[config.mk]
export PLATFORM = sky130hd
export DESIGN_NAME = aar_sqrt
export DESIGN_NICKNAME = d
export VERILOG_FILES = /design/src/rtl/core/aar_pkg.sv /design/src/rtl/core/aar_sqrt.sv
export SDC_FILE = /design/constraint.sdc
export NUM_CORES = 1
export LEC_CHECK = 0
export BUFFER_PORTS_ARGS = -buffer_cell sky130_fd_sc_hd__buf_4
export CAP_MARGIN = 25
export CORE_ASPECT_RATIO = 0.9
export CORE_MARGIN = 2
export CORE_UTILIZATION = 65
export CTS_BUF_LIST = sky130_fd_sc_hd__clkbuf_4 sky130_fd_sc_hd__clkbuf_8
export CTS_CLUSTER_SIZE = 10
export DETAILED_ROUTE_END_ITERATION = 12
export GPL_TIMING_DRIVEN = 0
export PLACE_DENSITY = 0.83
export SETUP_SLACK_MARGIN = 0.05
export SLEW_MARGIN = 20
export SYNTH_ARGS = -nofsm -noshare
export SYNTH_HDL_FRONTEND = slang
export SYNTH_SLANG_ARGS = --single-unit
[constraint.sdc]
create_clock -name clk -period 4.8 [get_ports clk]
set_input_delay 0.24 -clock clk [delete_from_list [all_inputs] [get_ports clk]]
set_output_delay 0.24 -clock clk [all_outputs]
set_load 0.05 [all_outputs]
[src/rtl/core/aar_pkg.sv]
// Shared types, widths and constants for the axis-angle rotation matrix pipeline.
// No dependencies; every other file in rtl/core imports this package.
package aar_pkg;

    localparam int COMPONENT_WIDTH = 16;
    localparam int CORDIC_STAGES   = 16;
    localparam int MAX_STAGES      = 32;

    localparam int CW     = COMPONENT_WIDTH;
    localparam int SUM_W  = 2 * CW;
    localparam int ROOT_W = CW;
    localparam int Q_W    = 31;
    localparam int NUM_W  = CW + Q_W;
    localparam int UNIT_W = 32;
    localparam int CRD_W  = 34;
    localparam int ENT_W  = 16;

    localparam logic signed [CRD_W-1:0] GAIN_Q30 = 34'sd652032874;
    localparam logic signed [CRD_W-1:0] Q30_ONE  = 34'sd1073741824;
    localparam logic signed [ENT_W-1:0] ONE_Q14  = 16'sd16384;

    typedef struct packed {
        logic signed [CW-1:0] axis_x;
        logic signed [CW-1:0] axis_y;
        logic signed [CW-1:0] axis_z;
        logic [15:0]          turn_angle;
    } axis_item_t;

    typedef struct packed {
        logic signed [ENT_W-1:0] m00;
        logic signed [ENT_W-1:0] m01;
        logic signed [ENT_W-1:0] m02;
        logic signed [ENT_W-1:0] m10;
        logic signed [ENT_W-1:0] m11;
        logic signed [ENT_W-1:0] m12;
        logic signed [ENT_W-1:0] m20;
        logic signed [ENT_W-1:0] m21;
        logic signed [ENT_W-1:0] m22;
        logic                    axis_zero;
    } matrix_item_t;

    typedef struct packed {
        logic valid;
        logic zero;
    } lane_ctl_t;

    // Angle step of CORDIC stage idx, in units of 2^-32 turn.
    function automatic logic [31:0] atan_turn(input logic [4:0] idx);
        logic [31:0] v;
        unique case (idx)
            5'd0:  v = 32'd536870912;
            5'd1:  v = 32'd316933406;
            5'd2:  v = 32'd167458907;
            5'd3:  v = 32'd85004756;
            5'd4:  v = 32'd42667331;
            5'd5:  v = 32'd21354465;
            5'd6:  v = 32'd10679838;
            5'd7:  v = 32'd5340245;
            5'd8:  v = 32'd2670163;
            5'd9:  v = 32'd1335087;
            5'd10: v = 32'd667544;
            5'd11: v = 32'd333772;
            5'd12: v = 32'd166886;
            5'd13: v = 32'd83443;
            5'd14: v = 32'd41722;
            5'd15: v = 32'd20861;
            5'd16: v = 32'd10430;
            5'd17: v = 32'd5215;
            5'd18: v = 32'd2608;
            5'd19: v = 32'd1304;
            5'd20: v = 32'd652;
            5'd21: v = 32'd326;
            5'd22: v = 32'd163;
            5'd23: v = 32'd81;
            5'd24: v = 32'd41;
            5'd25: v = 32'd20;
            5'd26: v = 32'd10;
            5'd27: v = 32'd5;
            5'd28: v = 32'd3;
            5'd29: v = 32'd1;
            5'd30: v = 32'd1;
            default: v = 32'd0;
        endcase
        return v;
    endfunction

endpackage

[src/rtl/core/aar_sqrt.sv]
// Pipelined integer square root, one root bit per register stage.
// Depends on aar_pkg; carries the axis magnitudes and signs alongside.
module aar_sqrt (
    input  logic                                    clk,
    input  logic                                    rst_n,
    input  logic                                    en,
    input  aar_pkg::lane_ctl_t                      ctl_in,
    input  logic [aar_pkg::SUM_W-1:0]               sum_in,
    input  logic [2:0][aar_pkg::CW-1:0]             mag_in,
    input  logic [2:0]                              neg_in,
    output aar_pkg::lane_ctl_t                      ctl_out,
    output logic [aar_pkg::ROOT_W-1:0]              root_out,
    output logic [2:0][aar_pkg::CW-1:0]             mag_out,
    output logic [2:0]                              neg_out
);
    import aar_pkg::*;

    localparam int RW    = ROOT_W;
    localparam int REM_W = ROOT_W + 2;

    lane_ctl_t             ctl_reg  [RW];
    logic [REM_W-1:0]      rem_reg  [RW];
    logic [RW-1:0]         root_reg [RW];
    logic [SUM_W-1:0]      sum_reg  [RW];
    logic [2:0][CW-1:0]    mag_reg  [RW];
    logic [2:0]            neg_reg  [RW];

    genvar k;
    for (k = 0; k < RW; k++)
    begin : g_stage
        lane_ctl_t          ctl_i;
        logic [REM_W-1:0]   rem_i;
        logic [RW-1:0]      root_i;
        logic [SUM_W-1:0]   sum_i;
        logic [2:0][CW-1:0] mag_i;
        logic [2:0]         neg_i;
        logic [REM_W+1:0]   cur;
        logic [REM_W+1:0]   trial;
        logic [REM_W+1:0]   diff;

        if (k == 0)
        begin : g_first
            assign ctl_i  = ctl_in;
            assign rem_i  = '0;
            assign root_i = '0;
            assign sum_i  = sum_in;
            assign mag_i  = mag_in;
            assign neg_i  = neg_in;
        end
        else
        begin : g_next
            assign ctl_i  = ctl_reg[k-1];
            assign rem_i  = rem_reg[k-1];
            assign root_i = root_reg[k-1];
            assign sum_i  = sum_reg[k-1];
            assign mag_i  = mag_reg[k-1];
            assign neg_i  = neg_reg[k-1];
        end

        // Bring down the next two radicand bits and try the root bit as one.
        assign cur   = {rem_i, sum_i[SUM_W-1 -: 2]};
        assign trial = {2'b00, root_i, 2'b01};
        assign diff  = cur - trial;

        always_ff @(posedge clk or negedge rst_n)
        begin
            if (!rst_n)
            begin
                ctl_reg[k] <= '0;
            end
            else if (en)
            begin
                ctl_reg[k] <= ctl_i;
            end
        end

        always_ff @(posedge clk)
        begin
            if (en)
            begin
                if (cur >= trial)
                begin
                    rem_reg[k]  <= diff[REM_W-1:0];
                    root_reg[k] <= {root_i[RW-2:0], 1'b1};
                end
                else
                begin
                    rem_reg[k]  <= cur[REM_W-1:0];
                    root_reg[k] <= {root_i[RW-2:0], 1'b0};
                end
                sum_reg[k] <= {sum_i[SUM_W-3:0], 2'b00};
                mag_reg[k] <= mag_i;
                neg_reg[k] <= neg_i;
            end
        end
    end

    assign ctl_out  = ctl_reg[RW-1];
    assign root_out = root_reg[RW-1];
    assign mag_out  = mag_reg[RW-1];
    assign neg_out  = neg_reg[RW-1];

endmodule

Word-level counts from Yosys, hierarchy flattened
Memory sizes are Yosys's and may differ from the RTL's.
Index checks and enable logic that the tools add are counted.
{"block": "op_classes", "magnitude_cmp": 16, "bitwise": 32, "muxes": 130, "add_sub_neg": 16}
{"op": "20-bit by 18-bit >= comparator with 1-bit output", "n": 15}
{"op": "18-bit 2-to-1 mux", "n": 16}
{"op": "18-bit subtractor", "n": 15}
{"op": "16-bit 2-to-1 mux", "n": 16}
{"op": "1-bit 2-to-1 mux", "n": 98}
{"op": "1-bit OR", "n": 32}
{"op": "2-bit by 1-bit subtractor with 3-bit output (second input constant)", "n": 1}
{"op": "2-bit by 1-bit >= comparator with 1-bit output (second input constant)", "n": 1}
{"block": "totals", "n_memories": 5, "word_cells": 231, "ramBits": 1840, "regBits": 32, "inputBits": 88}
{"name": "mag_reg", "depth": 16, "word_bits": 48, "read_ports": 16, "rd_ports_with_merged_regs": 0, "wr": 16, "line": "aar_sqrt.sv:25", "source": "logic [2:0][CW-1:0] mag_reg [RW];"}
{"name": "sum_reg", "depth": 16, "word_bits": 30, "read_ports": 15, "rd_ports_with_merged_regs": 0, "wr": 16, "line": "aar_sqrt.sv:24", "source": "logic [SUM_W-1:0] sum_reg [RW];"}
{"name": "rem_reg", "depth": 16, "word_bits": 18, "read_ports": 15, "rd_ports_with_merged_regs": 0, "wr": 16, "line": "aar_sqrt.sv:22", "source": "logic [REM_W-1:0] rem_reg [RW];"}
{"name": "root_reg", "depth": 16, "word_bits": 16, "read_ports": 16, "rd_ports_with_merged_regs": 0, "wr": 16, "line": "aar_sqrt.sv:23", "source": "logic [RW-1:0] root_reg [RW];"}
{"name": "neg_reg", "depth": 16, "word_bits": 3, "read_ports": 16, "rd_ports_with_merged_regs": 0, "wr": 16, "line": "aar_sqrt.sv:26", "source": "logic [2:0] neg_reg [RW];"}

Logic depth before layout (Yosys ltp)
An unclocked memory read counts as a cell.
{"block": "depth", "word_depth": 6, "depth_mapped": 11}

Least setup slack after synthesis
OpenSTA, ideal clock, no wires.
{"block": "synth_timing", "path_type": "reg2reg", "startpoint": "memory rem_reg[0][108] (netlist bit)", "endpoint": "memory rem_reg[0][130] (netlist bit), data pin", "path_buffers": 1, "path_stages_with_launch": 9, "slack_ns": 2.294, "t_required_ns": 4.540, "arrival_time_ns": 2.246, "path_cell_list": "edfxtp_1 ha_1 nor2b_1 o31a_1 o31a_1 o211ai_1 and4b_1 buf_2 mux2_2"}
{"item": "from (decl)", "line": "aar_sqrt.sv:22"}

==> parameters.txt <==
Parameter                              Value

Status
  Status    complete, no violations

Min path
  Cells on Worst Hold Path    2
  Class of the tightest hold or removal check    in -> reg
  Hold Path Origin    sum_in[22]

Clock tree
  H-tree depth    4
  Number of buffers created by CTS    210
  Clock buffer depth    3
  Root cell of the clock tree    sky130_fd_sc_hd__clkbuf_8
  CTS clk-pin slew, worst paths    0.09 ns
  Sink count of the clock tree    1,474
  Post-CTS setup buffer count    0
  TritonCTS clock tree    yes
  Clock latency of the later-clocked register in the worst-skew pair    0.90 ns

GRT
  Number of antenna violations at the first check in global routing    3
  Met3 GRT Util    4.84%
  Wire length of the first global-routing pass    159,000 µm
  Total routing usage reported by global routing    24.4%
  Met1 GRT Util    31.1%
  Maximum number of pins on one net before global-route repair    180
  Met2 layer usage reported by global route    41.7%
  Most used routing layer    met2
  GR Overflow Total    0
  Vias in the first global route    28,200

Detailed routing
  Vias after detailed routing    27,600
  Count of routing violations after the opening detailed-route iteration    2,875
  Avg WL per Cell    21.2 µm
  Number of nets with antenna violations after routing    0
  DRC violation count after routing    0
  Detailed-route wire length    103,000 µm
  Via/cell ratio    5.68
  Detailed Routing Iterations Pass 1    6

Floorplanning
  Number of top-level pins    157
  Width of the chip    310 µm
  Row count    100
  Placeable Area    83,000 µm²
  Chip height    279 µm
  Initial core utilization    65.9%
  Area of the die    86,500 µm²

Flow run
  Number of max-cap violations    0

Pwr
  Power per cell area    460 nW/µm²
  Static leakage power    23.0 nW
  Net switching power    0.00711 W
  Relative contribution of sequential cells to total power    56.1%
  Overall power    0.0288 W
  Portion of total power attributed to combinational logic    10.0%
  Switching share of power    24.7%
  Max IR drop VDD    0.474 mV
  Clock share of power    33.9%
  Internal    0.0217 W

Timing
  Final clock period utilization by the worst path    90.8%
  Hold violation total from the final report    0
  Time the worst path needs with I/O delays and setup    4.36 ns
  Max Fclk    229 MHz
  Maximum clock skew at final layout    0.0496 ns
  Final Max Tran Viols    0
  Pin slew with the least headroom to its limit    0.901 ns
  Finish-stage setup viols    0
  RSZ-0062 raised after global routing    false
  Relative slew slack    39.9%

Placement
  Dpl cell area    57,500 µm²
  Number of buffers added on ports    156
  Count of placed standard cells including taps    4,371
  Detail Placement HPWL    60,500 µm
  Final RePlAce weighted congestion    0.909

Setup path
  Arrival @ worst endpoint    4.97 ns
  Crit. End Element    flop
  Startpoint of the most critical setup path    en
  Beginning of the worst register-to-register path    sum_reg[1][148]
  Worst R2R Path Depth    10
  Worst endpoint required time    5.41 ns
  Category of the most critical setup path    in -> reg
  Critical Path Start Type    input pin
  Largest fanout on the critical path    164

Logic synthesis
  Sequential-to-total area share from yosys stat    80.6%
  Post-Synthesis Cells    3,086
  Area of the mapped netlist    54,700 µm²
  Ys flop type    sky130_fd_sc_hd__edfxtp_1
  Top-area cell type share of the netlist area    79.1%
  Leading post-synthesis cells by cell area    sky130_fd_sc_hd__edfxtp_1 79%, sky130_fd_sc_hd__ha_1 3.5%, sky130_fd_sc_hd__xnor2_1 1.7%
  Number of synthesized flops with an enable pin    1,441
  Synthesized area divided by synthesized cell count    17.7 µm²
  Warning count from the yosys run    0
  Number of library cell types mapped by synthesis    75
  Synth async-reset ratio    2.17%
  Seq cells post-synth    1,474
  Syn Nets    3,328
  Leading area contributor after synthesis    sky130_fd_sc_hd__edfxtp_1

Cells and area
  Max reg flops    768
  Final nets    3,797
  Post-Route Utilization    75.4%
  Growth of design area from synthesis to finish    14.5%
  Final non-filler cell total    4,854
  Share of final-layout standard cells stronger than drive strength 1    15.5%
  Post-Layout Inst Area    62,600 µm²
worst paths after layout:
path,to,slack [ns]
max in group asynchronous,ctl_reg[2],4.20
worst min register to register,mag_reg[1][317],0.39
min in group asynchronous,ctl_reg[15],0.42
worst min-delay path,sum_reg[0][22],0.09
worst max-delay path,rem_reg[0][20],0.44
worst max register to register,rem_reg[1][103],1.19
layout by cell type (no fill, tap or decap), types with 8 or more instances in the layout:
| master | n |
|---|---|
| sky130_fd_sc_hd__nor2b_1 | 17 |
| sky130_fd_sc_hd__nand2b_1 | 28 |
| sky130_fd_sc_hd__o211ai_1 | 18 |
| sky130_fd_sc_hd__clkbuf_2 | 12 |
| sky130_fd_sc_hd__clkbuf_4 | 52 |
| sky130_fd_sc_hd__xnor2_1 | 106 |
| sky130_fd_sc_hd__nor4_1 | 24 |
| sky130_fd_sc_hd__clkinv_2 | 28 |
| sky130_fd_sc_hd__nor3_1 | 48 |
| sky130_fd_sc_hd__and2_1 | 13 |
| sky130_fd_sc_hd__dlygate4sd3_1 | 91 |
| sky130_fd_sc_hd__nand4_1 | 19 |
| sky130_fd_sc_hd__a21o_1 | 36 |
| sky130_fd_sc_hd__clkbuf_8 | 212 |
| sky130_fd_sc_hd__buf_16 | 8 |
| sky130_fd_sc_hd__dfrtp_1 | 32 |
| sky130_fd_sc_hd__nor2_1 | 146 |
| sky130_fd_sc_hd__ha_1 | 154 |
| sky130_fd_sc_hd__nand2_1 | 125 |
| sky130_fd_sc_hd__inv_1 | 183 |
| sky130_fd_sc_hd__mux2_2 | 52 |
| sky130_fd_sc_hd__nand3_1 | 37 |
| sky130_fd_sc_hd__clkbuf_1 | 31 |
| sky130_fd_sc_hd__o21a_1 | 29 |
| sky130_fd_sc_hd__buf_4 | 159 |
| sky130_fd_sc_hd__nand3b_1 | 9 |
| sky130_fd_sc_hd__xor2_1 | 89 |
| sky130_fd_sc_hd__edfxtp_1 | 1441 |
| sky130_fd_sc_hd__a21oi_1 | 136 |
| sky130_fd_sc_hd__or3_1 | 17 |
| sky130_fd_sc_hd__o21ai_0 | 113 |
| sky130_fd_sc_hd__o21bai_1 | 9 |
| sky130_fd_sc_hd__clkinv_1 | 72 |
| sky130_fd_sc_hd__a211oi_1 | 18 |
layout make-up:
type,instances,area [µm²]
flip-flops and latches,1474,44100
fillers,4334,20400
multi-input cells,1372,9660
clock buffers,264,3310
repair buffers,257,2340
well taps,1122,1400
clock inverters,122,831
inverters,183,687
plain buffers,57,251
diodes,3,7.51
synthesized netlist by cell type, types with 19 or more instances:
cell and count:
sky130_fd_sc_hd__dfrtp_1 32, sky130_fd_sc_hd__xnor2_1 106, sky130_fd_sc_hd__o21ai_0 113, sky130_fd_sc_hd__nand4_1 19, sky130_fd_sc_hd__nor2_1 146, sky130_fd_sc_hd__edfxtp_1 1441
sky130_fd_sc_hd__ha_1 154, sky130_fd_sc_hd__nand2_1 125, sky130_fd_sc_hd__mux2_2 52, sky130_fd_sc_hd__a21oi_1 136, sky130_fd_sc_hd__a21o_1 36, sky130_fd_sc_hd__nand2b_1 28
sky130_fd_sc_hd__xor2_1 89, sky130_fd_sc_hd__nand3_1 37, sky130_fd_sc_hd__clkbuf_1 43, sky130_fd_sc_hd__nor4_1 24, sky130_fd_sc_hd__o21a_1 29, sky130_fd_sc_hd__nor3_1 48
sky130_fd_sc_hd__inv_1 183
power by group through the flow:
stage	Clock [W]	Sequential, W	Combinational (W)
final	0.00975	0.0161	0.00287
after global routing	0.0105	0.0162	0.00317
after CTS	0.00982	0.0161	0.00280
after detailed placement	0	0.0164	0.00271
after global placement	0	0.0164	0.00261
after floorplan	0	0.0162	0.00183
critical path, stage by stage:
cell and delay [ns]:
sky130_fd_sc_hd__dlygate4sd3_1 0.62, sky130_fd_sc_hd__buf_16 0.17, sky130_fd_sc_hd__buf_16 0.50, sky130_fd_sc_hd__buf_16 0.57
sky130_fd_sc_hd__buf_2 0.49, sky130_fd_sc_hd__clkbuf_1 0.31, sky130_fd_sc_hd__clkbuf_1 0.63, sky130_fd_sc_hd__nand3_1 0.47
sky130_fd_sc_hd__clkbuf_1 0.36, sky130_fd_sc_hd__nor2_1 0.15, sky130_fd_sc_hd__a21oi_1 0.09
logic make-up after synthesis:
kind of cell	count (synthesis)	synth area share, %
buffers and inverters	240	1.69
XOR/XNOR	195	3.12
AND/OR/NAND/NOR	538	4.97
adder cells (fa/ha/maj)	154	3.52
flip-flops	1474	80.6
AO/OA/AOI/OAI	426	4.86
multiplexers	59	1.20
metal layers:
metal / vias to the layer above / wire [µm]
met2: 1071 / 53000
met4: 0 / 3340
met5: - / 0
li1: 12700 / -
met3: 246 / 5710
met1: 13500 / 40800
metrics by stage:
stage               setup WS (ns)  hold WS, ns  setup TNS (ns)
finish                      0.442       0.0854               0
global route                0.188       0.0351               0
CTS                         0.101     0.000243               0
detailed placement         -0.510        0.192          -92.65
global placement            -8.35        0.170               -
floorplan                    2.29      -0.0556               0
what timing repair did:
item,in CTS,in global routing
hold buffers,93,0
hold endpoints to repair,203,0
resized for setup,0,0
(Power assumes the default switching activity.)
